--- src/i2c_eeprom_byte_master_macros.svh ---
// ----------------------------------------------------------------------------
// i2c_eeprom_byte_master_macros
// Assertion macros used by the bus engine of the EEPROM byte master.
// ----------------------------------------------------------------------------
`ifndef I2C_EEPROM_BYTE_MASTER_MACROS_SVH
`define I2C_EEPROM_BYTE_MASTER_MACROS_SVH

// Same-cycle implication, checked outside reset.
`define IEBM_ASSERT_IMPLIES(label, clk, rst, ante, cons, msg) \
  label: assert property (@(posedge clk) disable iff (rst) (ante) |-> (cons)) \
    else $error(msg);

// Next-cycle implication, checked outside reset.
`define IEBM_ASSERT_NEXT(label, clk, rst, ante, cons, msg) \
  label: assert property (@(posedge clk) disable iff (rst) (ante) |=> (cons)) \
    else $error(msg);

`endif

--- src/iebm_pkg.sv ---
// ----------------------------------------------------------------------------
// iebm_pkg
// Types and constants of the serial EEPROM byte master.
// ----------------------------------------------------------------------------
`default_nettype none

package iebm_pkg;

  localparam int ADDR_W        = 11;
  localparam int ADDR_BITS_DEF = 11;
  localparam int HALF_W        = 16;
  localparam int TMO_W         = 10;
  localparam int WAIT_W        = 24;
  localparam int CFG_W         = 24;
  localparam int CFG_IDX_W     = 2;
  localparam int S_TDATA_W     = 24;
  localparam int M_TDATA_W     = 16;

  // Input tdata layout
  localparam int ACTION_LSB = 0;
  localparam int ADDR_LSB   = 2;
  localparam int DATA_LSB   = 13;
  localparam int SDA_LSB    = 21;

  localparam logic [1:0] ACTION_READ  = 2'd1;
  localparam logic [1:0] ACTION_WRITE = 2'd2;

  localparam logic [7:0] CTRL_WRITE = 8'hA0;
  localparam logic [7:0] CTRL_READ  = 8'hA1;

  localparam logic [HALF_W-1:0] HALF_PERIOD_RST = 16'd2;
  localparam logic [TMO_W-1:0]  ACK_TIMEOUT_RST = 10'd250;
  localparam logic [WAIT_W-1:0] WRITE_WAIT_RST  = 24'd10000;

  typedef enum logic [CFG_IDX_W-1:0] {
    CFG_HALF_PERIOD = 2'd0,
    CFG_ACK_TIMEOUT = 2'd1,
    CFG_WRITE_WAIT  = 2'd2
  } cfg_idx_t;

  typedef enum logic [1:0] {
    CMD_TICK  = 2'd0,
    CMD_READ  = 2'd1,
    CMD_WRITE = 2'd2
  } cmd_t;

  typedef enum logic [4:0] {
    PH_IDLE,
    PH_START_HI,
    PH_START_LO,
    PH_RS_PRE,
    PH_RS_HI,
    PH_RS_LO,
    PH_RX_LOW,
    PH_RX_HIGH,
    PH_NACK_LOW,
    PH_NACK_HIGH,
    PH_STOP_A,
    PH_STOP_B,
    PH_STOP_C,
    PH_WRITE_WAIT,
    PH_BIT_LO,
    PH_BIT_HI,
    PH_ACK_LO,
    PH_ACK_HI
  } phase_t;

  typedef enum logic [1:0] {
    BYTE_CTRL_WR = 2'd0,
    BYTE_ADDR_LO = 2'd1,
    BYTE_DATA    = 2'd2,
    BYTE_CTRL_RD = 2'd3
  } byte_sel_t;

  typedef struct packed {
    cmd_t              cmd;
    logic [ADDR_W-1:0] addr;
    logic [7:0]        data;
    logic              sda;
  } item_t;

  // Packed so that scl sits in the lowest bit.
  typedef struct packed {
    logic       ack_error;
    logic [7:0] read_value;
    logic       done;
    logic       busy;
    logic       sda_low;
    logic       scl;
  } result_t;

  typedef struct packed {
    logic [HALF_W-1:0] half_period;
    logic [TMO_W-1:0]  ack_timeout;
    logic [WAIT_W-1:0] write_wait;
  } cfg_t;

endpackage

`default_nettype wire

--- src/i2c_eeprom_byte_master.sv ---
// ----------------------------------------------------------------------------
// i2c_eeprom_byte_master
// Two-wire master for small serial EEPROMs: byte write and random read.
// ----------------------------------------------------------------------------
// Each input transaction is one timing tick carrying the sampled SDA level and
// an optional read or write command; each tick yields exactly one result
// transaction with the SCL/SDA drive levels, busy, done, the last read byte
// and the ack error flag after that tick. The block sustains one tick per
// clock cycle when both sides flow: a two-entry input queue feeds the bus
// sequencer, which retires one tick per cycle into an output register, so
// each tick is held in a queue slot and then in the output register. Commands
// arriving while a transaction is under way are ignored. Configuration writes
// take effect on the next tick and are meant for idle periods only.
`default_nettype none

module i2c_eeprom_byte_master
  import iebm_pkg::*;
#(
  parameter int ADDR_BITS = ADDR_BITS_DEF
) (
  input  wire logic                 clk,
  input  wire logic                 rst,
  input  wire logic                 s_tvalid,
  output logic                      s_tready,
  // [1:0] action, [12:2] addr, [20:13] data, [21] sda_in, [23:22] zero
  input  wire logic [S_TDATA_W-1:0] s_tdata,
  output logic                      m_tvalid,
  input  wire logic                 m_tready,
  // [0] scl, [1] sda_low, [2] busy_res, [3] done_res, [11:4] read_value,
  // [12] ack_error, [15:13] zero
  output logic [M_TDATA_W-1:0]      m_tdata,
  input  wire logic                 cfg_we,
  input  wire logic [CFG_IDX_W-1:0] cfg_index,
  input  wire logic [CFG_W-1:0]     cfg_wdata
);

  cfg_t  cfg;
  item_t item;
  logic  item_valid;
  logic  item_pop;

  always_ff @(posedge clk) begin
    if (rst) begin
      cfg.half_period <= HALF_PERIOD_RST;
      cfg.ack_timeout <= ACK_TIMEOUT_RST;
      cfg.write_wait  <= WRITE_WAIT_RST;
    end else if (cfg_we) begin
      case (cfg_idx_t'(cfg_index))
        CFG_HALF_PERIOD: cfg.half_period <= cfg_wdata[HALF_W-1:0];
        CFG_ACK_TIMEOUT: cfg.ack_timeout <= cfg_wdata[TMO_W-1:0];
        CFG_WRITE_WAIT:  cfg.write_wait  <= cfg_wdata[WAIT_W-1:0];
        default: ;
      endcase
    end
  end

  iebm_front #(
    .ADDR_BITS (ADDR_BITS)
  ) u_front (
    .clk        (clk),
    .rst        (rst),
    .s_tvalid   (s_tvalid),
    .s_tready   (s_tready),
    .s_tdata    (s_tdata),
    .item       (item),
    .item_valid (item_valid),
    .item_pop   (item_pop)
  );

  iebm_engine #(
    .ADDR_BITS (ADDR_BITS)
  ) u_engine (
    .clk        (clk),
    .rst        (rst),
    .cfg        (cfg),
    .item       (item),
    .item_valid (item_valid),
    .item_pop   (item_pop),
    .m_tvalid   (m_tvalid),
    .m_tready   (m_tready),
    .m_tdata    (m_tdata)
  );

endmodule

`default_nettype wire

--- src/iebm_front.sv ---
// ----------------------------------------------------------------------------
// iebm_front
// Accepts tick transactions, classifies the action and queues them in a
// two-entry buffer for the bus engine.
// ----------------------------------------------------------------------------
`default_nettype none

module iebm_front
  import iebm_pkg::*;
#(
  parameter int ADDR_BITS = ADDR_BITS_DEF
) (
  input  wire logic                 clk,
  input  wire logic                 rst,
  input  wire logic                 s_tvalid,
  output logic                      s_tready,
  input  wire logic [S_TDATA_W-1:0] s_tdata,
  output item_t                     item,
  output logic                      item_valid,
  input  wire logic                 item_pop
);

  item_t      slot [2];
  logic       wr_ptr;
  logic       rd_ptr;
  logic [1:0] count;
  logic       push;
  item_t      in_item;
  logic [1:0] action;

  assign action = s_tdata[ACTION_LSB +: 2];

  always_comb begin
    case (action)
      ACTION_READ:  in_item.cmd = CMD_READ;
      ACTION_WRITE: in_item.cmd = CMD_WRITE;
      default:      in_item.cmd = CMD_TICK;
    endcase
    // drop address bits the device does not decode
    in_item.addr = ADDR_W'(s_tdata[ADDR_LSB +: ADDR_BITS]);
    in_item.data = s_tdata[DATA_LSB +: 8];
    in_item.sda  = s_tdata[SDA_LSB];
  end

  assign s_tready   = (count != 2'd2);
  assign push       = s_tvalid && s_tready;
  assign item_valid = (count != 2'd0);
  assign item       = slot[rd_ptr];

  always_ff @(posedge clk) begin
    if (push) begin
      slot[wr_ptr] <= in_item;
    end
  end

  always_ff @(posedge clk) begin
    if (rst) begin
      wr_ptr <= 1'b0;
      rd_ptr <= 1'b0;
      count  <= 2'd0;
    end else begin
      if (push) begin
        wr_ptr <= ~wr_ptr;
      end
      if (item_pop) begin
        rd_ptr <= ~rd_ptr;
      end
      count <= count + 2'(push) - 2'(item_pop);
    end
  end

endmodule

`default_nettype wire

--- src/iebm_engine.sv ---
// ----------------------------------------------------------------------------
// iebm_engine
// Bus sequencer: one tick per queued item, drives SCL/SDA and holds the
// result in an output register.
// ----------------------------------------------------------------------------
`default_nettype none
`include "i2c_eeprom_byte_master_macros.svh"

module iebm_engine
  import iebm_pkg::*;
#(
  parameter int ADDR_BITS = ADDR_BITS_DEF
) (
  input  wire logic                 clk,
  input  wire logic                 rst,
  input  wire cfg_t                 cfg,
  input  wire item_t                item,
  input  wire logic                 item_valid,
  output logic                      item_pop,
  output logic                      m_tvalid,
  input  wire logic                 m_tready,
  output logic [M_TDATA_W-1:0]      m_tdata
);

  phase_t                phase, phase_next;
  byte_sel_t             byte_sel, byte_sel_next;
  logic [3:0]            bit_index, bit_index_next;
  logic [7:0]            shift_byte, shift_byte_next;
  logic [WAIT_W-1:0]     wait_count, wait_count_next;
  logic [TMO_W-1:0]      poll_count, poll_count_next;
  logic [ADDR_BITS-1:0]  held_addr, held_addr_next;
  logic [7:0]            held_data, held_data_next;
  logic                  is_read, is_read_next;
  logic                  error_flag, error_flag_next;
  logic [7:0]            last_read, last_read_next;
  logic                  done_next;
  result_t               result, result_next;

  logic                  fire;
  logic [HALF_W-1:0]     hp_eff;
  logic                  half_done;
  logic [WAIT_W-1:0]     wait_inc;
  logic                  enter_en;
  phase_t                enter_phase;
  logic                  load_en;
  byte_sel_t             load_sel;
  logic [ADDR_W-1:0]     addr_ext;
  logic [7:0]            load_byte;
  logic [7:0]            rx_shift;
  logic [3:0]            bit_inc;
  logic [1:0]            lines;

  // Line levels {scl, sda released} shown in each phase.
  function automatic logic [1:0] phase_lines(phase_t ph, logic bit_out);
    logic [1:0] lv;
    case (ph)
      PH_BIT_LO:                          lv = {1'b0, bit_out};
      PH_BIT_HI:                          lv = {1'b1, bit_out};
      PH_ACK_LO:                          lv = 2'b01;
      PH_START_LO, PH_RS_LO:              lv = 2'b10;
      PH_RS_PRE, PH_RX_LOW, PH_NACK_LOW:  lv = 2'b01;
      PH_STOP_A:                          lv = 2'b00;
      PH_STOP_B:                          lv = 2'b10;
      default:                            lv = 2'b11;
    endcase
    return lv;
  endfunction

  assign fire     = item_valid && (!m_tvalid || m_tready);
  assign item_pop = fire;

  assign hp_eff    = (cfg.half_period == '0) ? HALF_W'(1) : cfg.half_period;
  assign half_done = ({1'b0, wait_count} + 25'd1) >= {9'b0, hp_eff};
  assign wait_inc  = wait_count + WAIT_W'(1);
  assign bit_inc   = bit_index + 4'd1;
  assign rx_shift  = {shift_byte[6:0], item.sda};
  assign addr_ext  = ADDR_W'(held_addr_next);

  always_comb begin
    case (load_sel)
      BYTE_CTRL_WR: load_byte = CTRL_WRITE | {4'b0, addr_ext[10:8], 1'b0};
      BYTE_ADDR_LO: load_byte = addr_ext[7:0];
      BYTE_DATA:    load_byte = held_data_next;
      default:      load_byte = CTRL_READ;
    endcase
  end

  always_comb begin
    phase_next      = phase;
    byte_sel_next   = byte_sel;
    bit_index_next  = bit_index;
    shift_byte_next = shift_byte;
    wait_count_next = wait_count;
    poll_count_next = poll_count;
    held_addr_next  = held_addr;
    held_data_next  = held_data;
    is_read_next    = is_read;
    error_flag_next = error_flag;
    last_read_next  = last_read;
    done_next       = 1'b0;
    enter_en        = 1'b0;
    enter_phase     = phase;
    load_en         = 1'b0;
    load_sel        = byte_sel;

    if (!half_done) begin
      wait_count_next = wait_inc;
    end

    case (phase)
      PH_IDLE: begin
        wait_count_next = wait_count;
        if (item.cmd == CMD_READ || item.cmd == CMD_WRITE) begin
          held_addr_next  = item.addr[ADDR_BITS-1:0];
          held_data_next  = item.data;
          is_read_next    = (item.cmd == CMD_READ);
          error_flag_next = 1'b0;
          enter_en        = 1'b1;
          enter_phase     = PH_START_HI;
        end
      end
      PH_START_HI: begin
        enter_en    = half_done;
        enter_phase = PH_START_LO;
      end
      PH_START_LO: begin
        load_en  = half_done;
        load_sel = BYTE_CTRL_WR;
      end
      PH_RS_PRE: begin
        enter_en    = half_done;
        enter_phase = PH_RS_HI;
      end
      PH_RS_HI: begin
        enter_en    = half_done;
        enter_phase = PH_RS_LO;
      end
      PH_RS_LO: begin
        load_en  = half_done;
        load_sel = BYTE_CTRL_RD;
      end
      PH_BIT_LO: begin
        enter_en    = half_done;
        enter_phase = PH_BIT_HI;
      end
      PH_BIT_HI: begin
        if (half_done) begin
          shift_byte_next = {shift_byte[6:0], 1'b0};
          bit_index_next  = bit_inc;
          enter_en        = 1'b1;
          enter_phase     = (bit_inc >= 4'd8) ? PH_ACK_LO : PH_BIT_LO;
        end
      end
      PH_ACK_LO: begin
        enter_en    = half_done;
        enter_phase = PH_ACK_HI;
      end
      PH_ACK_HI: begin
        wait_count_next = wait_count;
        if (!item.sda) begin
          case (byte_sel)
            BYTE_CTRL_WR: begin
              load_en  = 1'b1;
              load_sel = BYTE_ADDR_LO;
            end
            BYTE_ADDR_LO: begin
              if (is_read) begin
                enter_en    = 1'b1;
                enter_phase = PH_RS_PRE;
              end else begin
                load_en  = 1'b1;
                load_sel = BYTE_DATA;
              end
            end
            BYTE_DATA: begin
              enter_en    = 1'b1;
              enter_phase = PH_STOP_A;
            end
            default: begin
              bit_index_next  = 4'd0;
              shift_byte_next = 8'd0;
              enter_en        = 1'b1;
              enter_phase     = PH_RX_LOW;
            end
          endcase
        end else if (poll_count >= cfg.ack_timeout) begin
          // timed out: release the bus with a stop and flag it
          error_flag_next = 1'b1;
          enter_en        = 1'b1;
          enter_phase     = PH_STOP_A;
        end else begin
          poll_count_next = poll_count + TMO_W'(1);
        end
      end
      PH_RX_LOW: begin
        enter_en    = half_done;
        enter_phase = PH_RX_HIGH;
      end
      PH_RX_HIGH: begin
        // sample on the first tick after SCL rises
        if (wait_count == '0) begin
          shift_byte_next = rx_shift;
        end
        if (half_done) begin
          bit_index_next = bit_inc;
          enter_en       = 1'b1;
          if (bit_inc >= 4'd8) begin
            last_read_next = shift_byte_next;
            enter_phase    = PH_NACK_LOW;
          end else begin
            enter_phase = PH_RX_LOW;
          end
        end
      end
      PH_NACK_LOW: begin
        enter_en    = half_done;
        enter_phase = PH_NACK_HIGH;
      end
      PH_NACK_HIGH: begin
        enter_en    = half_done;
        enter_phase = PH_STOP_A;
      end
      PH_STOP_A: begin
        enter_en    = half_done;
        enter_phase = PH_STOP_B;
      end
      PH_STOP_B: begin
        enter_en    = half_done;
        enter_phase = PH_STOP_C;
      end
      PH_STOP_C: begin
        if (half_done) begin
          enter_en = 1'b1;
          if (!is_read && !error_flag && cfg.write_wait != '0) begin
            enter_phase = PH_WRITE_WAIT;
          end else begin
            enter_phase = PH_IDLE;
            done_next   = 1'b1;
          end
        end
      end
      PH_WRITE_WAIT: begin
        wait_count_next = wait_inc;
        if (wait_inc >= cfg.write_wait) begin
          enter_en    = 1'b1;
          enter_phase = PH_IDLE;
          done_next   = 1'b1;
        end
      end
      default: begin
        enter_en    = 1'b1;
        enter_phase = PH_IDLE;
      end
    endcase

    if (load_en) begin
      shift_byte_next = load_byte;
      bit_index_next  = 4'd0;
      byte_sel_next   = load_sel;
      enter_en        = 1'b1;
      enter_phase     = PH_BIT_LO;
    end

    if (enter_en) begin
      phase_next      = enter_phase;
      wait_count_next = '0;
      poll_count_next = '0;
    end
  end

  assign lines = phase_lines(phase_next, shift_byte_next[7]);

  always_comb begin
    result_next.scl        = lines[1];
    result_next.sda_low    = ~lines[0];
    result_next.busy       = (phase_next != PH_IDLE);
    result_next.done       = done_next;
    result_next.read_value = last_read_next;
    result_next.ack_error  = error_flag_next;
  end

  always_ff @(posedge clk) begin
    if (rst) begin
      phase      <= PH_IDLE;
      byte_sel   <= BYTE_CTRL_WR;
      bit_index  <= '0;
      shift_byte <= '0;
      wait_count <= '0;
      poll_count <= '0;
      held_addr  <= '0;
      held_data  <= '0;
      is_read    <= 1'b0;
      error_flag <= 1'b0;
      last_read  <= '0;
    end else if (fire) begin
      phase      <= phase_next;
      byte_sel   <= byte_sel_next;
      bit_index  <= bit_index_next;
      shift_byte <= shift_byte_next;
      wait_count <= wait_count_next;
      poll_count <= poll_count_next;
      held_addr  <= held_addr_next;
      held_data  <= held_data_next;
      is_read    <= is_read_next;
      error_flag <= error_flag_next;
      last_read  <= last_read_next;
    end
  end

  // Output register: hold the result until it is taken.
  always_ff @(posedge clk) begin
    if (rst) begin
      m_tvalid <= 1'b0;
    end else if (fire) begin
      m_tvalid <= 1'b1;
    end else if (m_tready) begin
      m_tvalid <= 1'b0;
    end
  end

  always_ff @(posedge clk) begin
    if (fire) begin
      result <= result_next;
    end
  end

  assign m_tdata = {(M_TDATA_W - $bits(result_t))'(0), result};

  `IEBM_ASSERT_NEXT(a_fire_shows_result, clk, rst, fire, m_tvalid,
    "processed tick did not produce a result")
  `IEBM_ASSERT_NEXT(a_done_returns_idle, clk, rst, fire && done_next,
    phase == PH_IDLE && result.done && !result.busy,
    "done pulse without return to idle")
  `IEBM_ASSERT_IMPLIES(a_bit_index_range, clk, rst, 1'b1, bit_index <= 4'd8,
    "bit counter ran past one byte")

endmodule

`default_nettype wire
--- config.mk ---
export PLATFORM = sky130hd
export DESIGN_NAME = i2c_eeprom_byte_master
export DESIGN_NICKNAME = d
export VERILOG_FILES = /design/src/iebm_pkg.sv /design/src/i2c_eeprom_byte_master.sv /design/src/iebm_front.sv /design/src/iebm_engine.sv
export VERILOG_INCLUDE_DIRS = /design/src /design/src/src
export SDC_FILE = /design/constraint.sdc
export NUM_CORES = 1
export LEC_CHECK = 0
export ABC_CLOCK_PERIOD_IN_PS = 6960
export BUFFER_PORTS_ARGS = -buffer_cell sky130_fd_sc_hd__clkbuf_2
export CAP_MARGIN = 20
export CORE_AREA = 2 2 136 138
export DETAILED_ROUTE_END_ITERATION = 10
export DIE_AREA = 0 0 138 140
export PLACE_DENSITY_LB_ADDON = 0.08
export SLEW_MARGIN = 10
export SYNTH_ARGS = -nofsm -noshare
export SYNTH_HDL_FRONTEND = slang
export SYNTH_SLANG_ARGS = --single-unit
--- constraint.sdc ---
create_clock -name clk -period 6.96 [get_ports clk]
set_input_delay 1.392 -clock clk [delete_from_list [all_inputs] [get_ports clk]]
set_output_delay 1.392 -clock clk [all_outputs]
set_load 0.05 [all_outputs]
==> out/metrics.cfg <==
[status]
status = finished clean

[drt]
vias = 8740
drc = 0
antenna_left = 0
drtIter0Drc = 755
detail_route.first_pass.iterations = 5
routed_wl_um = 25200
wl_per_cell_um = 17.2
via_per_inst = 5.97

[grt]
overflow = 0
grtUsageMet1_pct = 40.5
grt_max_degree = 92
grt_pass1_vias = 7995
track_usage_pct = 26.5
grt_pass1_wl_um = 41800
grtUsageMet2_pct = 38.9
grt_use_met3_pct = 4.75
gr-max-usage-layer = met1
antenna_found_initial = 0

[worst_setup_path]
r2r-end = u_engine.wait_count[12]
cp-end-kind = register
crit_required_ns = 7.34
critical_path.startpoint_type = register
cp.arrival_ns = 6.01
max_stage_delay_ns = 0.98
crit_type = reg -> reg
ff2ff_path_depth = 18
critical_path.endpoint = u_engine.wait_count[12]
worstPathMaxFanout = 23
crit_start = u_engine.wait_count[0]
path_cells = ha_1 > nand3_4 > nor2_1 > inv_1 > nor2_1 > nand3_1 > xnor2_1 > ha_1 > a21oi_1 > nand2_1 > a221oi_1 > or2_2 > a31oi_1 > nor3_1 > nand3_2 > nor2_2 > nand3b_1 > a21oi_1
r2r_start = u_engine.wait_count[0]
r2r_slack_ns = 1.33
cpMaxStageDelayCell = nor2_2

[cells_and_area]
final-seq-area_um2 = 4470
diodes = 0
drive_above_1_share_pct = 12.2
final_core_util_pct = 65.5
multi_input_area_um2 = 5560
nFillCells = 1493
fin_nets = 1334
area_delta_synth_final_pct = 10.4

[timing]
drv_slew = 0
setup_viol = 0
fin_crit_ns = 5.63
fmax_ghz = 0.178
relSlewSlack_pct = 29.0
whs_ns = 0.457
finalHoldViolations = 0
tns_ns = 0
fin_crit_sh_pct = 80.9
worst_pin_slew_ns = 1.07
rsz0062_at_grt = no
fin_skew_ns = 0.0141

[synthesis]
yosysTopAreaCell = dfxtp_1
synth-seq-cells = 195
synth_top_family_by_area = simple AND/OR/NAND/NOR gates
netlist_top_cells_area = dfxtp_1 26%, edfxtp_1 16%, ha_1 6.8%, nor2_1 5.1%, nand2_1 4.8%
yosys.area_share.simple_pct = 21.0
syn_inst = 1196
synth.area.mux_share_pct = 4.64
synth_ff_type = dfxtp_1
ys_seq_area_share_pct = 42.4
avgSynthCellArea_um2 = 8.82
syn_area_um2 = 10600
yosysMostFrequentCell = nor2_1
synth-xor-area-share_pct = 3.32
synth_edf_count = 57
synth-compound-area-share_pct = 16.7
synth_fa_ha_area_share_pct = 6.76
yosysTopAreaCellShare_pct = 26.2
ys_types = 80
synth-async-reset-ratio_pct = 0
ys_warn_count = 0
synthTopCellsByCount = 143 x nor2_1, 138 x dfxtp_1, 135 x nand2_1

[floorplan]
die-height_um = 140
initial_core_util_pct = 59.3
rows = 49
die_x_um = 138
core_um2 = 17800
die_area_um2 = 19300
ios = 73

[clocking]
postCtsHoldBufs = 0
htreeDepth = 4
ctsResizeCount = 0
cts_tree = done
cts_root_buf = clkbuf_16
clock_path_buffers = 2
worstSkewPairLatency_ns = 0.45
cts.sinks = 195
cts_made_buffers = 17
post_cts_buffers = 0
clk_pin_slew_ns = 0.09

[run]
max-cap-violations = 0

[placement]
dp_hpwl_um = 17900
place.gp.congestion = 0.938
io_buffers = 67

[power]
vdd.ir_drop.worst_mv = 0.241
p_leak_nw = 4.49
power_density_nw_per_um2 = 344

[hold_path]
hp-class = reg -> reg

[report_power, final]
| part | internal, mW | switching [mW] |
|---|---|---|
| Sequential | 1.38 | 0.113 |
| Clock | 0.515 | 0.550 |
| Combinational | 0.485 | 0.960 |
| Total | 2.38 | 1.62 |
[state kept, by name (all words and copies together) (netlist names), named ones only]
name / cells
u_front.slot: 44
u_engine.poll_count: 10
u_engine.shift_byte: 8
u_engine.m_tvalid: 1
u_engine.phase: 5
u_engine.wait_count: 24
u_engine.held_addr: 11
u_engine.is_read: 1
u_engine.bit_index: 4
cfg: 50
u_front.rd_ptr: 1
u_engine.last_read: 8
u_engine.error_flag: 1
u_engine.m_tdata: 13
u_front.wr_ptr: 1
u_front.count: 2
u_engine.held_data: 8
u_engine.byte_sel: 2
[critical path, delay by kind of cell, from the launching register on]
| family | cells | cell delay, ns |
|---|---|---|
| fa+ha+maj | 2 | 0.66 |
| flops | 1 | 0.49 |
| xor+xnor | 1 | 0.31 |
| compound gates | 4 | 0.87 |
| buf+inv | 1 | 0.09 |
| simple gates | 10 | 3.15 |
[layer usage]
metal	part of all wire [%]	wire [um]
met1	50	12600
met2	43	10700
met3	5.9	1480
met4	1.4	344
met5	0	0
[through the flow]
stage	total power, mW	instances	cell area, um^2	setup slack [ns]
after CTS	4.00	1462	11600	1.41
after global placement	2.92	1430	11000	1.54
after detailed placement	2.94	1430	11000	1.48
after global routing	4.22	1464	11600	0.723
after floorplan	2.61	1198	10600	2.60
final	4.00	1464	11600	1.33
[logic make-up (layout without fill, tap and decap cells)]
family          Yosys count  count (layout)
mux                      46              46
other cells               1               3
fa+ha+maj                57              57
buf+inv                 137             174
compound gates          263             263
flops                   195             195
simple gates            457             457
xor+xnor                 40              40
[cell type report]
| type | count | area share [%] |
|---|---|---|
| clock inverter | 15 | 1.97 |
| clock buffer | 17 | 3.65 |
| inverter | 63 | 2.03 |
| timing repair buffer | 79 | 3.74 |
| tap | 229 | 2.46 |
| multi-input combinational | 866 | 47.7 |
| sequential | 195 | 38.4 |
[worst min path at each step]
stage	from	endpoint	slack, ns	cells after the start
finish	cfg[26]	cfg[26]	0.46	2
global route	cfg[33]	cfg[33]	0.49	2
CTS	cfg[26]	cfg[26]	0.46	2
detailed placement	cfg[26]	cfg[26]	0.45	2
global placement	cfg[34]	cfg[34]	0.44	2
floorplan	cfg[26]	cfg[26]	0.44	2
[cells in the final DEF (no fill, tap or decap), types with 16 or more instances in the layout]
cell type,netlist,layout
a211oi_1,29,29
a21oi_1,82,82
clkbuf_16,0,17
clkbuf_2,1,66
dfxtp_1,138,138
edfxtp_1,57,57
ha_1,57,57
inv_1,62,62
mux2i_1,37,37
nand2_1,135,135
nand3_1,28,28
nand4_1,16,16
nor2_1,143,140
nor3_1,25,25
nor4_1,20,20
o21ai_0,33,33
xnor2_1,22,22
xor2_1,18,18
Power figures use the tool's default switching activity.
